### src/sv/waveform_min_max_decimator_macros.svh
// Assertion macros of the waveform decimator RTL.
`ifndef WAVEFORM_MIN_MAX_DECIMATOR_MACROS_SVH
`define WAVEFORM_MIN_MAX_DECIMATOR_MACROS_SVH
`ifndef SYNTHESIS
// Checks a property at each rising edge, off while reset is applied.
`define WMMD_ASSERT(lbl, clk, rstn, prop) \
  lbl: assert property (@(posedge clk) disable iff (!(rstn)) (prop)) \
    else $error("waveform decimator check failed");
// Checks a property at each rising edge, during reset as well.
`define WMMD_ASSERT_ALWAYS(lbl, clk, prop) \
  lbl: assert property (@(posedge clk) (prop)) \
    else $error("waveform decimator check failed");
`else
`define WMMD_ASSERT(lbl, clk, rstn, prop)
`define WMMD_ASSERT_ALWAYS(lbl, clk, prop)
`endif
`endif

### src/sv/wmmd_pkg.sv
// Types, constants and control structs of the waveform min/max decimator.
`default_nettype none
package wmmd_pkg;

  // Block limits and fixed-point format.
  localparam int unsigned MAX_WINDOW     = 1048576;
  localparam int unsigned MAX_POINTS     = 4096;
  localparam int unsigned MEAN_FRAC_BITS = 8;

  // Field and state widths.
  localparam int unsigned LEN_W  = 21;
  localparam int unsigned SMP_W  = 16;
  localparam int unsigned PH_W   = 15;
  localparam int unsigned SUMP_W = 35;
  localparam int unsigned SUMN_W = 36;
  localparam int unsigned CNT_W  = 21;
  localparam int unsigned IDX_W  = 12;
  localparam int unsigned MH_W   = 23;
  localparam int unsigned ML_W   = 24;

  // Divider geometry: the quotient never needs more than QUOT_W bits.
  localparam int unsigned DVD_W   = SUMN_W + MEAN_FRAC_BITS;
  localparam int unsigned QUOT_W  = 24;
  localparam int unsigned STEP_W  = $clog2(QUOT_W);

  typedef struct packed {
    logic signed [SMP_W-1:0] sample;
    logic                    last;
  } in_item_t;

  typedef struct packed {
    logic        [PH_W-1:0]  peak_high;
    logic signed [SMP_W-1:0] peak_low;
    logic        [MH_W-1:0]  mean_high;
    logic signed [ML_W-1:0]  mean_low;
    logic        [IDX_W-1:0] point_index;
    logic                    range_end;
  } out_item_t;

  typedef enum logic [1:0] {
    ST_IDLE,
    ST_DIVIDE,
    ST_DELIVER
  } state_e;

  // Commands from the controller to the datapath.
  typedef struct packed {
    logic take;
    logic div_step;
    logic out_load;
  } cmd_t;

  // Status from the datapath to the controller.
  typedef struct packed {
    logic close;
    logic div_done;
    logic out_free;
  } sts_t;

endpackage
`default_nettype wire

### src/sv/wmmd_ctrl.sv
// Controller of the waveform decimator: sample intake, division and delivery.
`default_nettype none
`include "waveform_min_max_decimator_macros.svh"
module wmmd_ctrl (
  input  wire              clk_i,
  input  wire              rst_ni,
  input  wire              in_valid_i,
  output logic             in_ready_o,
  input  wmmd_pkg::sts_t   sts_i,
  output wmmd_pkg::cmd_t   cmd_o
);
  import wmmd_pkg::*;

  state_e state_q, state_d;
  logic   in_fire;

  assign in_fire = in_valid_i && in_ready_o;

  // State register.
  always_ff @(posedge clk_i or negedge rst_ni) begin
    if (!rst_ni) begin
      state_q <= ST_IDLE;
    end else begin
      state_q <= state_d;
    end
  end

  // Next state.
  always_comb begin
    state_d = state_q;
    case (state_q)
      ST_IDLE: begin
        if (in_valid_i && sts_i.close) state_d = ST_DIVIDE;
      end
      ST_DIVIDE: begin
        if (sts_i.div_done) state_d = ST_DELIVER;
      end
      ST_DELIVER: begin
        if (sts_i.out_free) state_d = ST_IDLE;
      end
      default: state_d = ST_IDLE;
    endcase
  end

  // Outputs.
  always_comb begin
    in_ready_o     = 1'b0;
    cmd_o          = '0;
    case (state_q)
      ST_IDLE: begin
        in_ready_o = 1'b1;
        cmd_o.take = in_valid_i;
      end
      ST_DIVIDE: begin
        cmd_o.div_step = 1'b1;
      end
      ST_DELIVER: begin
        cmd_o.out_load = sts_i.out_free;
      end
      default: begin
        in_ready_o = 1'b0;
      end
    endcase
  end

  // A transfer that closes a window starts the division.
  `WMMD_ASSERT(a_close_divides, clk_i, rst_ni, in_fire && sts_i.close |=> state_q == ST_DIVIDE)
  // A finished point leaves as soon as the output slot is free.
  `WMMD_ASSERT(a_deliver_idle, clk_i, rst_ni,
               cmd_o.out_load |=> state_q == ST_IDLE && in_ready_o)
  // No sample is taken while a division or delivery is pending.
  `WMMD_ASSERT(a_no_take_busy, clk_i, rst_ni,
               (cmd_o.div_step || cmd_o.out_load) |-> !cmd_o.take && !in_ready_o)

endmodule
`default_nettype wire

### src/sv/wmmd_dpath.sv
// Datapath of the waveform decimator: accumulators, two serial dividers, output register.
`default_nettype none
module wmmd_dpath (
  input  wire                  clk_i,
  input  wire                  rst_ni,
  input  wire                  cfg_we_i,
  input  wire [20:0]           cfg_wdata_i,
  input  wmmd_pkg::in_item_t   in_data_i,
  input  wmmd_pkg::cmd_t       cmd_i,
  output wmmd_pkg::sts_t       sts_o,
  output logic                 out_valid_o,
  input  wire                  out_ready_i,
  output wmmd_pkg::out_item_t  out_data_o
);
  import wmmd_pkg::*;

  // Configuration and window state.
  logic [LEN_W-1:0]        len_q;
  logic [LEN_W-1:0]        fill_q, fill_n, eff_len;
  logic [PH_W-1:0]         ph_q, ph_n;
  logic signed [SMP_W-1:0] pl_q, pl_n;
  logic [SUMP_W-1:0]       sp_q, sp_n;
  logic [SUMN_W-1:0]       sn_q, sn_n;
  logic [CNT_W-1:0]        cp_q, cp_n, cn_q, cn_n;
  logic [IDX_W-1:0]        pts_q;

  // Point under division.
  logic [PH_W-1:0]         hold_ph_q;
  logic signed [SMP_W-1:0] hold_pl_q;
  logic [IDX_W-1:0]        hold_idx_q;
  logic                    hold_last_q;
  logic [CNT_W-1:0]        dvp_q, dvn_q;
  logic [CNT_W-1:0]        remp_q, remn_q;
  logic [QUOT_W-1:0]       qp_q, qn_q;
  logic [STEP_W-1:0]       step_q;

  logic                    out_valid_q;
  out_item_t               out_q;

  logic                    pos, close;
  logic [SMP_W:0]          mag;
  logic [DVD_W-1:0]        dvdp, dvdn;
  logic [CNT_W:0]          tp, tn, dp, dn;

  // Effective window length: zero acts as one, large values saturate.
  always_comb begin
    if (len_q == '0) begin
      eff_len = LEN_W'(1);
    end else if (len_q > LEN_W'(MAX_WINDOW)) begin
      eff_len = LEN_W'(MAX_WINDOW);
    end else begin
      eff_len = len_q;
    end
  end

  // Window update for the incoming sample.
  always_comb begin
    pos    = !in_data_i.sample[SMP_W-1] && (in_data_i.sample != '0);
    mag    = (SMP_W+1)'(0) - {in_data_i.sample[SMP_W-1], in_data_i.sample};
    ph_n   = ph_q;
    pl_n   = pl_q;
    sp_n   = sp_q;
    sn_n   = sn_q;
    cp_n   = cp_q;
    cn_n   = cn_q;
    if (pos) begin
      if (in_data_i.sample[PH_W-1:0] > ph_q) ph_n = in_data_i.sample[PH_W-1:0];
      sp_n = sp_q + SUMP_W'(in_data_i.sample[PH_W-1:0]);
      cp_n = cp_q + CNT_W'(1);
    end else begin
      if (in_data_i.sample < pl_q) pl_n = in_data_i.sample;
      sn_n = sn_q + SUMN_W'(mag);
      cn_n = cn_q + CNT_W'(1);
    end
    fill_n = fill_q + LEN_W'(1);
    close  = (fill_n >= eff_len) || in_data_i.last;
    dvdp   = {DVD_W'(sp_n)} << MEAN_FRAC_BITS;
    dvdn   = {DVD_W'(sn_n)} << MEAN_FRAC_BITS;
  end

  // One restoring step for each divider.
  always_comb begin
    tp = {remp_q, qp_q[QUOT_W-1]};
    tn = {remn_q, qn_q[QUOT_W-1]};
    dp = tp - {1'b0, dvp_q};
    dn = tn - {1'b0, dvn_q};
  end

  // Configuration register.
  always_ff @(posedge clk_i or negedge rst_ni) begin
    if (!rst_ni) begin
      len_q <= LEN_W'(1);
    end else if (cfg_we_i) begin
      len_q <= cfg_wdata_i;
    end
  end

  // Accumulators and point counter.
  always_ff @(posedge clk_i or negedge rst_ni) begin
    if (!rst_ni) begin
      fill_q <= '0;
      ph_q   <= '0;
      pl_q   <= '0;
      sp_q   <= '0;
      sn_q   <= '0;
      cp_q   <= '0;
      cn_q   <= '0;
      pts_q  <= '0;
    end else if (cmd_i.take) begin
      if (close) begin
        fill_q <= '0;
        ph_q   <= '0;
        pl_q   <= '0;
        sp_q   <= '0;
        sn_q   <= '0;
        cp_q   <= '0;
        cn_q   <= '0;
        if (in_data_i.last || (pts_q == IDX_W'(MAX_POINTS - 1))) begin
          pts_q <= '0;
        end else begin
          pts_q <= pts_q + IDX_W'(1);
        end
      end else begin
        fill_q <= fill_n;
        ph_q   <= ph_n;
        pl_q   <= pl_n;
        sp_q   <= sp_n;
        sn_q   <= sn_n;
        cp_q   <= cp_n;
        cn_q   <= cn_n;
      end
    end
  end

  // Division step counter.
  always_ff @(posedge clk_i or negedge rst_ni) begin
    if (!rst_ni) begin
      step_q <= '0;
    end else if (cmd_i.take) begin
      step_q <= '0;
    end else if (cmd_i.div_step) begin
      step_q <= step_q + STEP_W'(1);
    end
  end

  // Divider operands, quotients and the held point fields.
  always_ff @(posedge clk_i) begin
    if (cmd_i.take && close) begin
      hold_ph_q   <= ph_n;
      hold_pl_q   <= pl_n;
      hold_idx_q  <= pts_q;
      hold_last_q <= in_data_i.last;
      dvp_q       <= cp_n;
      dvn_q       <= cn_n;
      remp_q      <= CNT_W'(dvdp[DVD_W-1:QUOT_W]);
      remn_q      <= CNT_W'(dvdn[DVD_W-1:QUOT_W]);
      qp_q        <= dvdp[QUOT_W-1:0];
      qn_q        <= dvdn[QUOT_W-1:0];
    end else if (cmd_i.div_step) begin
      if (!dp[CNT_W]) begin
        remp_q <= dp[CNT_W-1:0];
        qp_q   <= {qp_q[QUOT_W-2:0], 1'b1};
      end else begin
        remp_q <= tp[CNT_W-1:0];
        qp_q   <= {qp_q[QUOT_W-2:0], 1'b0};
      end
      if (!dn[CNT_W]) begin
        remn_q <= dn[CNT_W-1:0];
        qn_q   <= {qn_q[QUOT_W-2:0], 1'b1};
      end else begin
        remn_q <= tn[CNT_W-1:0];
        qn_q   <= {qn_q[QUOT_W-2:0], 1'b0};
      end
    end
  end

  // Output register valid flag.
  always_ff @(posedge clk_i or negedge rst_ni) begin
    if (!rst_ni) begin
      out_valid_q <= 1'b0;
    end else if (cmd_i.out_load) begin
      out_valid_q <= 1'b1;
    end else if (out_ready_i) begin
      out_valid_q <= 1'b0;
    end
  end

  // Output payload; an empty count gives a zero mean.
  always_ff @(posedge clk_i) begin
    if (cmd_i.out_load) begin
      out_q.peak_high   <= hold_ph_q;
      out_q.peak_low    <= hold_pl_q;
      out_q.mean_high   <= (dvp_q == '0) ? '0 : qp_q[MH_W-1:0];
      out_q.mean_low    <= (dvn_q == '0) ? '0 : ML_W'(ML_W'(0) - qn_q[ML_W-1:0]);
      out_q.point_index <= hold_idx_q;
      out_q.range_end   <= hold_last_q;
    end
  end

  assign sts_o.close    = close;
  assign sts_o.div_done = cmd_i.div_step && (step_q == STEP_W'(QUOT_W - 1));
  assign sts_o.out_free = !out_valid_q || out_ready_i;
  assign out_valid_o    = out_valid_q;
  assign out_data_o     = out_q;

endmodule
`default_nettype wire

### src/sv/waveform_min_max_decimator.sv
// Top level of the waveform min/max decimator.
// Each sample is one transfer on the input channel; one that does not close a
// window only updates the accumulators and does not stall the intake. A sample
// that closes a window (window length reached or last set) starts two 24-step
// serial dividers that form both averages; no further sample is taken until the
// division is done and the point is loaded into the output register, which
// waits for the register to be free. The finished point then waits there, and
// the next samples are accepted while it is not yet taken. A window length of
// zero acts as one and lengths above 1048576 are saturated. Write window_len
// only while no point is pending.
`default_nettype none
module waveform_min_max_decimator (
  input  wire                  clk_i,
  input  wire                  rst_ni,
  input  wire                  cfg_we_i,
  input  wire [20:0]           cfg_wdata_i,
  input  wire                  in_valid_i,
  output logic                 in_ready_o,
  input  wmmd_pkg::in_item_t   in_data_i,
  output logic                 out_valid_o,
  input  wire                  out_ready_i,
  output wmmd_pkg::out_item_t  out_data_o
);
  import wmmd_pkg::*;

  cmd_t cmd;
  sts_t sts;

  // Sequencer for intake, division and delivery.
  wmmd_ctrl u_ctrl (
    .clk_i      (clk_i),
    .rst_ni     (rst_ni),
    .in_valid_i (in_valid_i),
    .in_ready_o (in_ready_o),
    .sts_i      (sts),
    .cmd_o      (cmd)
  );

  // Accumulators, dividers and output register.
  wmmd_dpath u_dpath (
    .clk_i       (clk_i),
    .rst_ni      (rst_ni),
    .cfg_we_i    (cfg_we_i),
    .cfg_wdata_i (cfg_wdata_i),
    .in_data_i   (in_data_i),
    .cmd_i       (cmd),
    .sts_o       (sts),
    .out_valid_o (out_valid_o),
    .out_ready_i (out_ready_i),
    .out_data_o  (out_data_o)
  );

endmodule
`default_nettype wire
### config.mk
export PLATFORM = sky130hd
export DESIGN_NAME = waveform_min_max_decimator
export DESIGN_NICKNAME = d
export VERILOG_FILES = /design/src/sv/wmmd_pkg.sv /design/src/sv/wmmd_ctrl.sv /design/src/sv/wmmd_dpath.sv /design/src/sv/waveform_min_max_decimator.sv
export VERILOG_INCLUDE_DIRS = /design/src /design/src/sv
export SDC_FILE = /design/constraint.sdc
export NUM_CORES = 1
export LEC_CHECK = 0
export ABC_AREA = 1
export BUFFER_PORTS_ARGS = -buffer_cell sky130_fd_sc_hd__buf_4
export CAP_MARGIN = 20
export CORE_UTILIZATION = 57
export DETAILED_ROUTE_END_ITERATION = 8
export PLACE_DENSITY = 0.75
export SLEW_MARGIN = 10
export SYNTH_ARGS = -nofsm -noshare
export SYNTH_HDL_FRONTEND = slang
export SYNTH_SLANG_ARGS = --single-unit
### constraint.sdc
create_clock -name clk_i -period 6.25 [get_ports clk_i]
set_clock_uncertainty 0.05 [all_clocks]
set_input_delay 1.5625 -clock clk_i [delete_from_list [all_inputs] [get_ports clk_i]]
set_output_delay 1.5625 -clock clk_i [all_outputs]
set_load 0.02 [all_outputs]
==> impl_metrics.ini <==
[power_and_ir_drop]
p_total_uw = 13760
vdd.ir_drop.worst_mv = 0.2489
p_per_area_nw_per_um2 = 436.5
power.leakage_uw = 0.01475

[logic_synthesis]
ys_warn_count = 0
synth_edf_count = 248
syn_area_per_cell_um2 = 8.043
synthFlopType = edfxtp_1
syn_nets = 3689
synth_cells = 3509
ys_seq_area_share_pct = 46.00
synth_area_um2 = 28220
ys_ff_latch = 473
async_flop_share_pct = 43.55
ys_types = 59

[sta]
report.final.hold_viol_count = 0
slew_headroom_pct = 24.99
rsz0062_at_grt = no
slew_violations = 0
fin_setup_tns_ps = 0
min_period_ps = 4851
clock.fmax_mhz = 206.1
worst_pin_slew_ps = 1125
setup_violations = 0
fin_crit_sh_pct = 77.61

[floorplan]
die_width_um = 224.5
ioPinCount = 136
initial_core_util_pct = 57.78
dieArea_um2 = 50410
die_h_um = 224.5
num_rows = 81
core_area_um2 = 48850

[global_route]
grt.busiest_layer = met2
grt_util_met1_pct = 39.75
grt_pass1_vias = 22680
grt_usage_pct = 28.58
overflow = 0
antenna_found_initial = 0
grt_use_met2_pct = 47.38
use_met3_pct = 3.018
grt_max_degree = 109
grt_pass1_wl_mm = 115.3

[setup_path]
crit_path_end_kind = flip-flop
arrival_ps = 5180
cp-start-kind = input pin
worst_path_most_repeated_cell = nand2_1
slowest_delay_ps = 350
crit_buf_inv = 3
worstSetupPathType = in2reg
crit_path_top_delay_cell = ha_1
crit_fanout = 8
critPathTopFamily = simple AND/OR/NAND/NOR gates
worstPathCellList = buf_4, inv_1, ha_1, nand3_1, nor2_1, nand2_1, nor2_1, nand3_1, nor3_2, nand4_1, or2_1, ha_2, inv_1, ha_1, nand2_1, nor2_1, nand2_1, nor2_1, nand2_1, nand3_1, nand2_1, xor2_1, nand2_1, nand2_1
critical_path_required_ps = 6580

[detailed_routing]
drc = 0
drt_iter0_drc = 2001
vias = 24000
routed_wl_mm = 71.32
dr.pass1.iters = 7
via_per_inst = 5.540
final_antenna_net_count = 0
wl_per_cell_um = 16.46

[final_layout]
layout.cells.non_filler = 4332
layout_common_cells = 1,037 x nand2_1, 481 x inv_1, 275 x nand3_1
final_common_cell = nand2_1
nFillCells = 4249
drive_above_1_share_pct = 8.806
n_antenna_cell = 0
final_core_util_pct = 64.53
fin_area_um2 = 31520
final_nets = 3807
area_growth_pct = 11.69

[clocking]
hold_buffers = 0
clk_path_buf_depth = 3
cts_resized = 0
clock_sinks = 473
cts_tree = yes
cts-htree-levels = 2
clock_latency_ps = 630
clkTransAtPathRegs_ps = 70
post_cts_buffers = 0
clock_tree.root_cell = clkbuf_16
cts_buffers = 49

[job]
max-cap-violations = 0

[placement]
dp_hpwl_mm = 51.30
placed_area_um2 = 29860
portBuffers = 135
gp_congestion = 0.9486
dp.cells = 4240

[status]
status = finished, final reports clean

[worst_hold_path]
hold_class = reg2reg
## cell usage after synthesis, types with 3 or more instances
| cell | number | share of area, % |
|---|---|---|
| nor3_2 | 10 | 0.35 |
| nand3_1 | 275 | 4.9 |
| o21a_1 | 19 | 0.51 |
| xor2_1 | 78 | 2.4 |
| dfrtp_1 | 205 | 18 |
| mux2_2 | 12 | 0.48 |
| nand2_1 | 1039 | 14 |
| o22ai_1 | 57 | 1.3 |
| dfxtp_1 | 19 | 1.3 |
| nor2_1 | 174 | 2.3 |
| o21ai_0 | 178 | 3.2 |
| buf_6 | 10 | 0.40 |
| nand3b_1 | 23 | 0.61 |
| buf_4 | 8 | 0.21 |
| buf_1 | 4 | 0.053 |
| nor4_1 | 18 | 0.40 |
| o211ai_1 | 15 | 0.40 |
| nand3_2 | 6 | 0.21 |
| nor3_1 | 65 | 1.2 |
| nor3b_1 | 3 | 0.080 |
| a21boi_0 | 4 | 0.11 |
| a21oi_1 | 129 | 2.3 |
| o21ai_1 | 13 | 0.23 |
| a21o_1 | 4 | 0.11 |
| or2_2 | 11 | 0.24 |
| inv_2 | 6 | 0.080 |
| clkbuf_1 | 46 | 0.61 |
| buf_2 | 28 | 0.50 |
| ha_1 | 133 | 5.9 |
| o21bai_1 | 6 | 0.16 |
| fa_1 | 4 | 0.28 |
| edfxtp_1 | 248 | 26 |
| and2_1 | 18 | 0.40 |
| nand2_2 | 9 | 0.20 |
| a22o_1 | 3 | 0.093 |
| inv_1 | 481 | 6.4 |
| xnor2_1 | 25 | 0.78 |
| nand4_1 | 90 | 2.0 |
| nor2_2 | 10 | 0.22 |
## area by class of cell
cell class	instances	area [um^2]	area share, %
tap	664	830.8	2.636
multi-input combinational	2452	12940	41.04
inverter	488	1837	5.827
clock inverter	29	337.8	1.072
clock buffer	63	1329	4.215
timing repair buffer	163	1269	4.025
sequential	473	12980	41.19
## metal layers
| metal | routed length [um] | share of wire [%] |
|---|---|---|
| met5 | 0 | 0 |
| met4 | 1785 | 2.5 |
| met3 | 4430 | 6.2 |
| met2 | 33440 | 47 |
| met1 | 31670 | 44 |
## through the flow
step | hold WS, ps | setup WS, ps
after floorplan | 350.3 | 222.0
after global placement | 351.8 | 923.8
after detailed placement | 355.2 | 875.4
after CTS | 344.4 | 1489
after global routing | 348.4 | 1016
final | 355.1 | 1399
## logic make-up after synthesis
group | synth area share (%)
AND/OR/NAND/NOR | 27.40
multiplexers | 0.4788
XOR/XNOR | 3.196
flip-flops | 46.00
adder cells (fa/ha/maj) | 6.180
AO/OA/AOI/OAI | 8.480
buffers and inverters | 8.263
## state kept, by name, summed over array words and instances (netlist names), 15 cells and up
signal / count
u_dpath.ph_q: 15
u_dpath.qp_q: 24
u_dpath.sp_q: 35
u_dpath.out_data_o: 91
u_dpath.remp_q: 21
u_dpath.dvn_q: 21
u_dpath.pl_q: 16
u_dpath.sn_q: 36
u_dpath.hold_pl_q: 16
u_dpath.qn_q: 24
u_dpath.cn_q: 21
u_dpath.fill_q: 21
u_dpath.remn_q: 21
u_dpath.dvp_q: 21
u_dpath.hold_ph_q: 15
u_dpath.len_q: 21
u_dpath.cp_q: 21
## report_power, final
group | internal [uW] | switching (uW) | leakage [uW]
Clock | 1740 | 1310 | 0.000815
Sequential | 4390 | 620 | 0.00526
Combinational | 1930 | 3780 | 0.00867
## final timing paths
kind                                      start  slack, ps  cells past startpoint                     end
max                                in_data_i[2]       1400                     24       u_dpath.remn_q[5]
min in group asynchronous                rst_ni        930                      1        u_dpath.pts_q[1]
max in group asynchronous                rst_ni       4080                      2         u_dpath.pl_q[2]
min reg2reg                u_dpath.hold_pl_q[0]        360                      0  u_dpath.out_data_o[60]
min                        u_dpath.hold_pl_q[0]        360                      0  u_dpath.out_data_o[60]
max reg2reg                   u_dpath.fill_q[0]       1800                     17       u_dpath.dvn_q[20]
No activity file was read; power rests on OpenSTA's default activity.
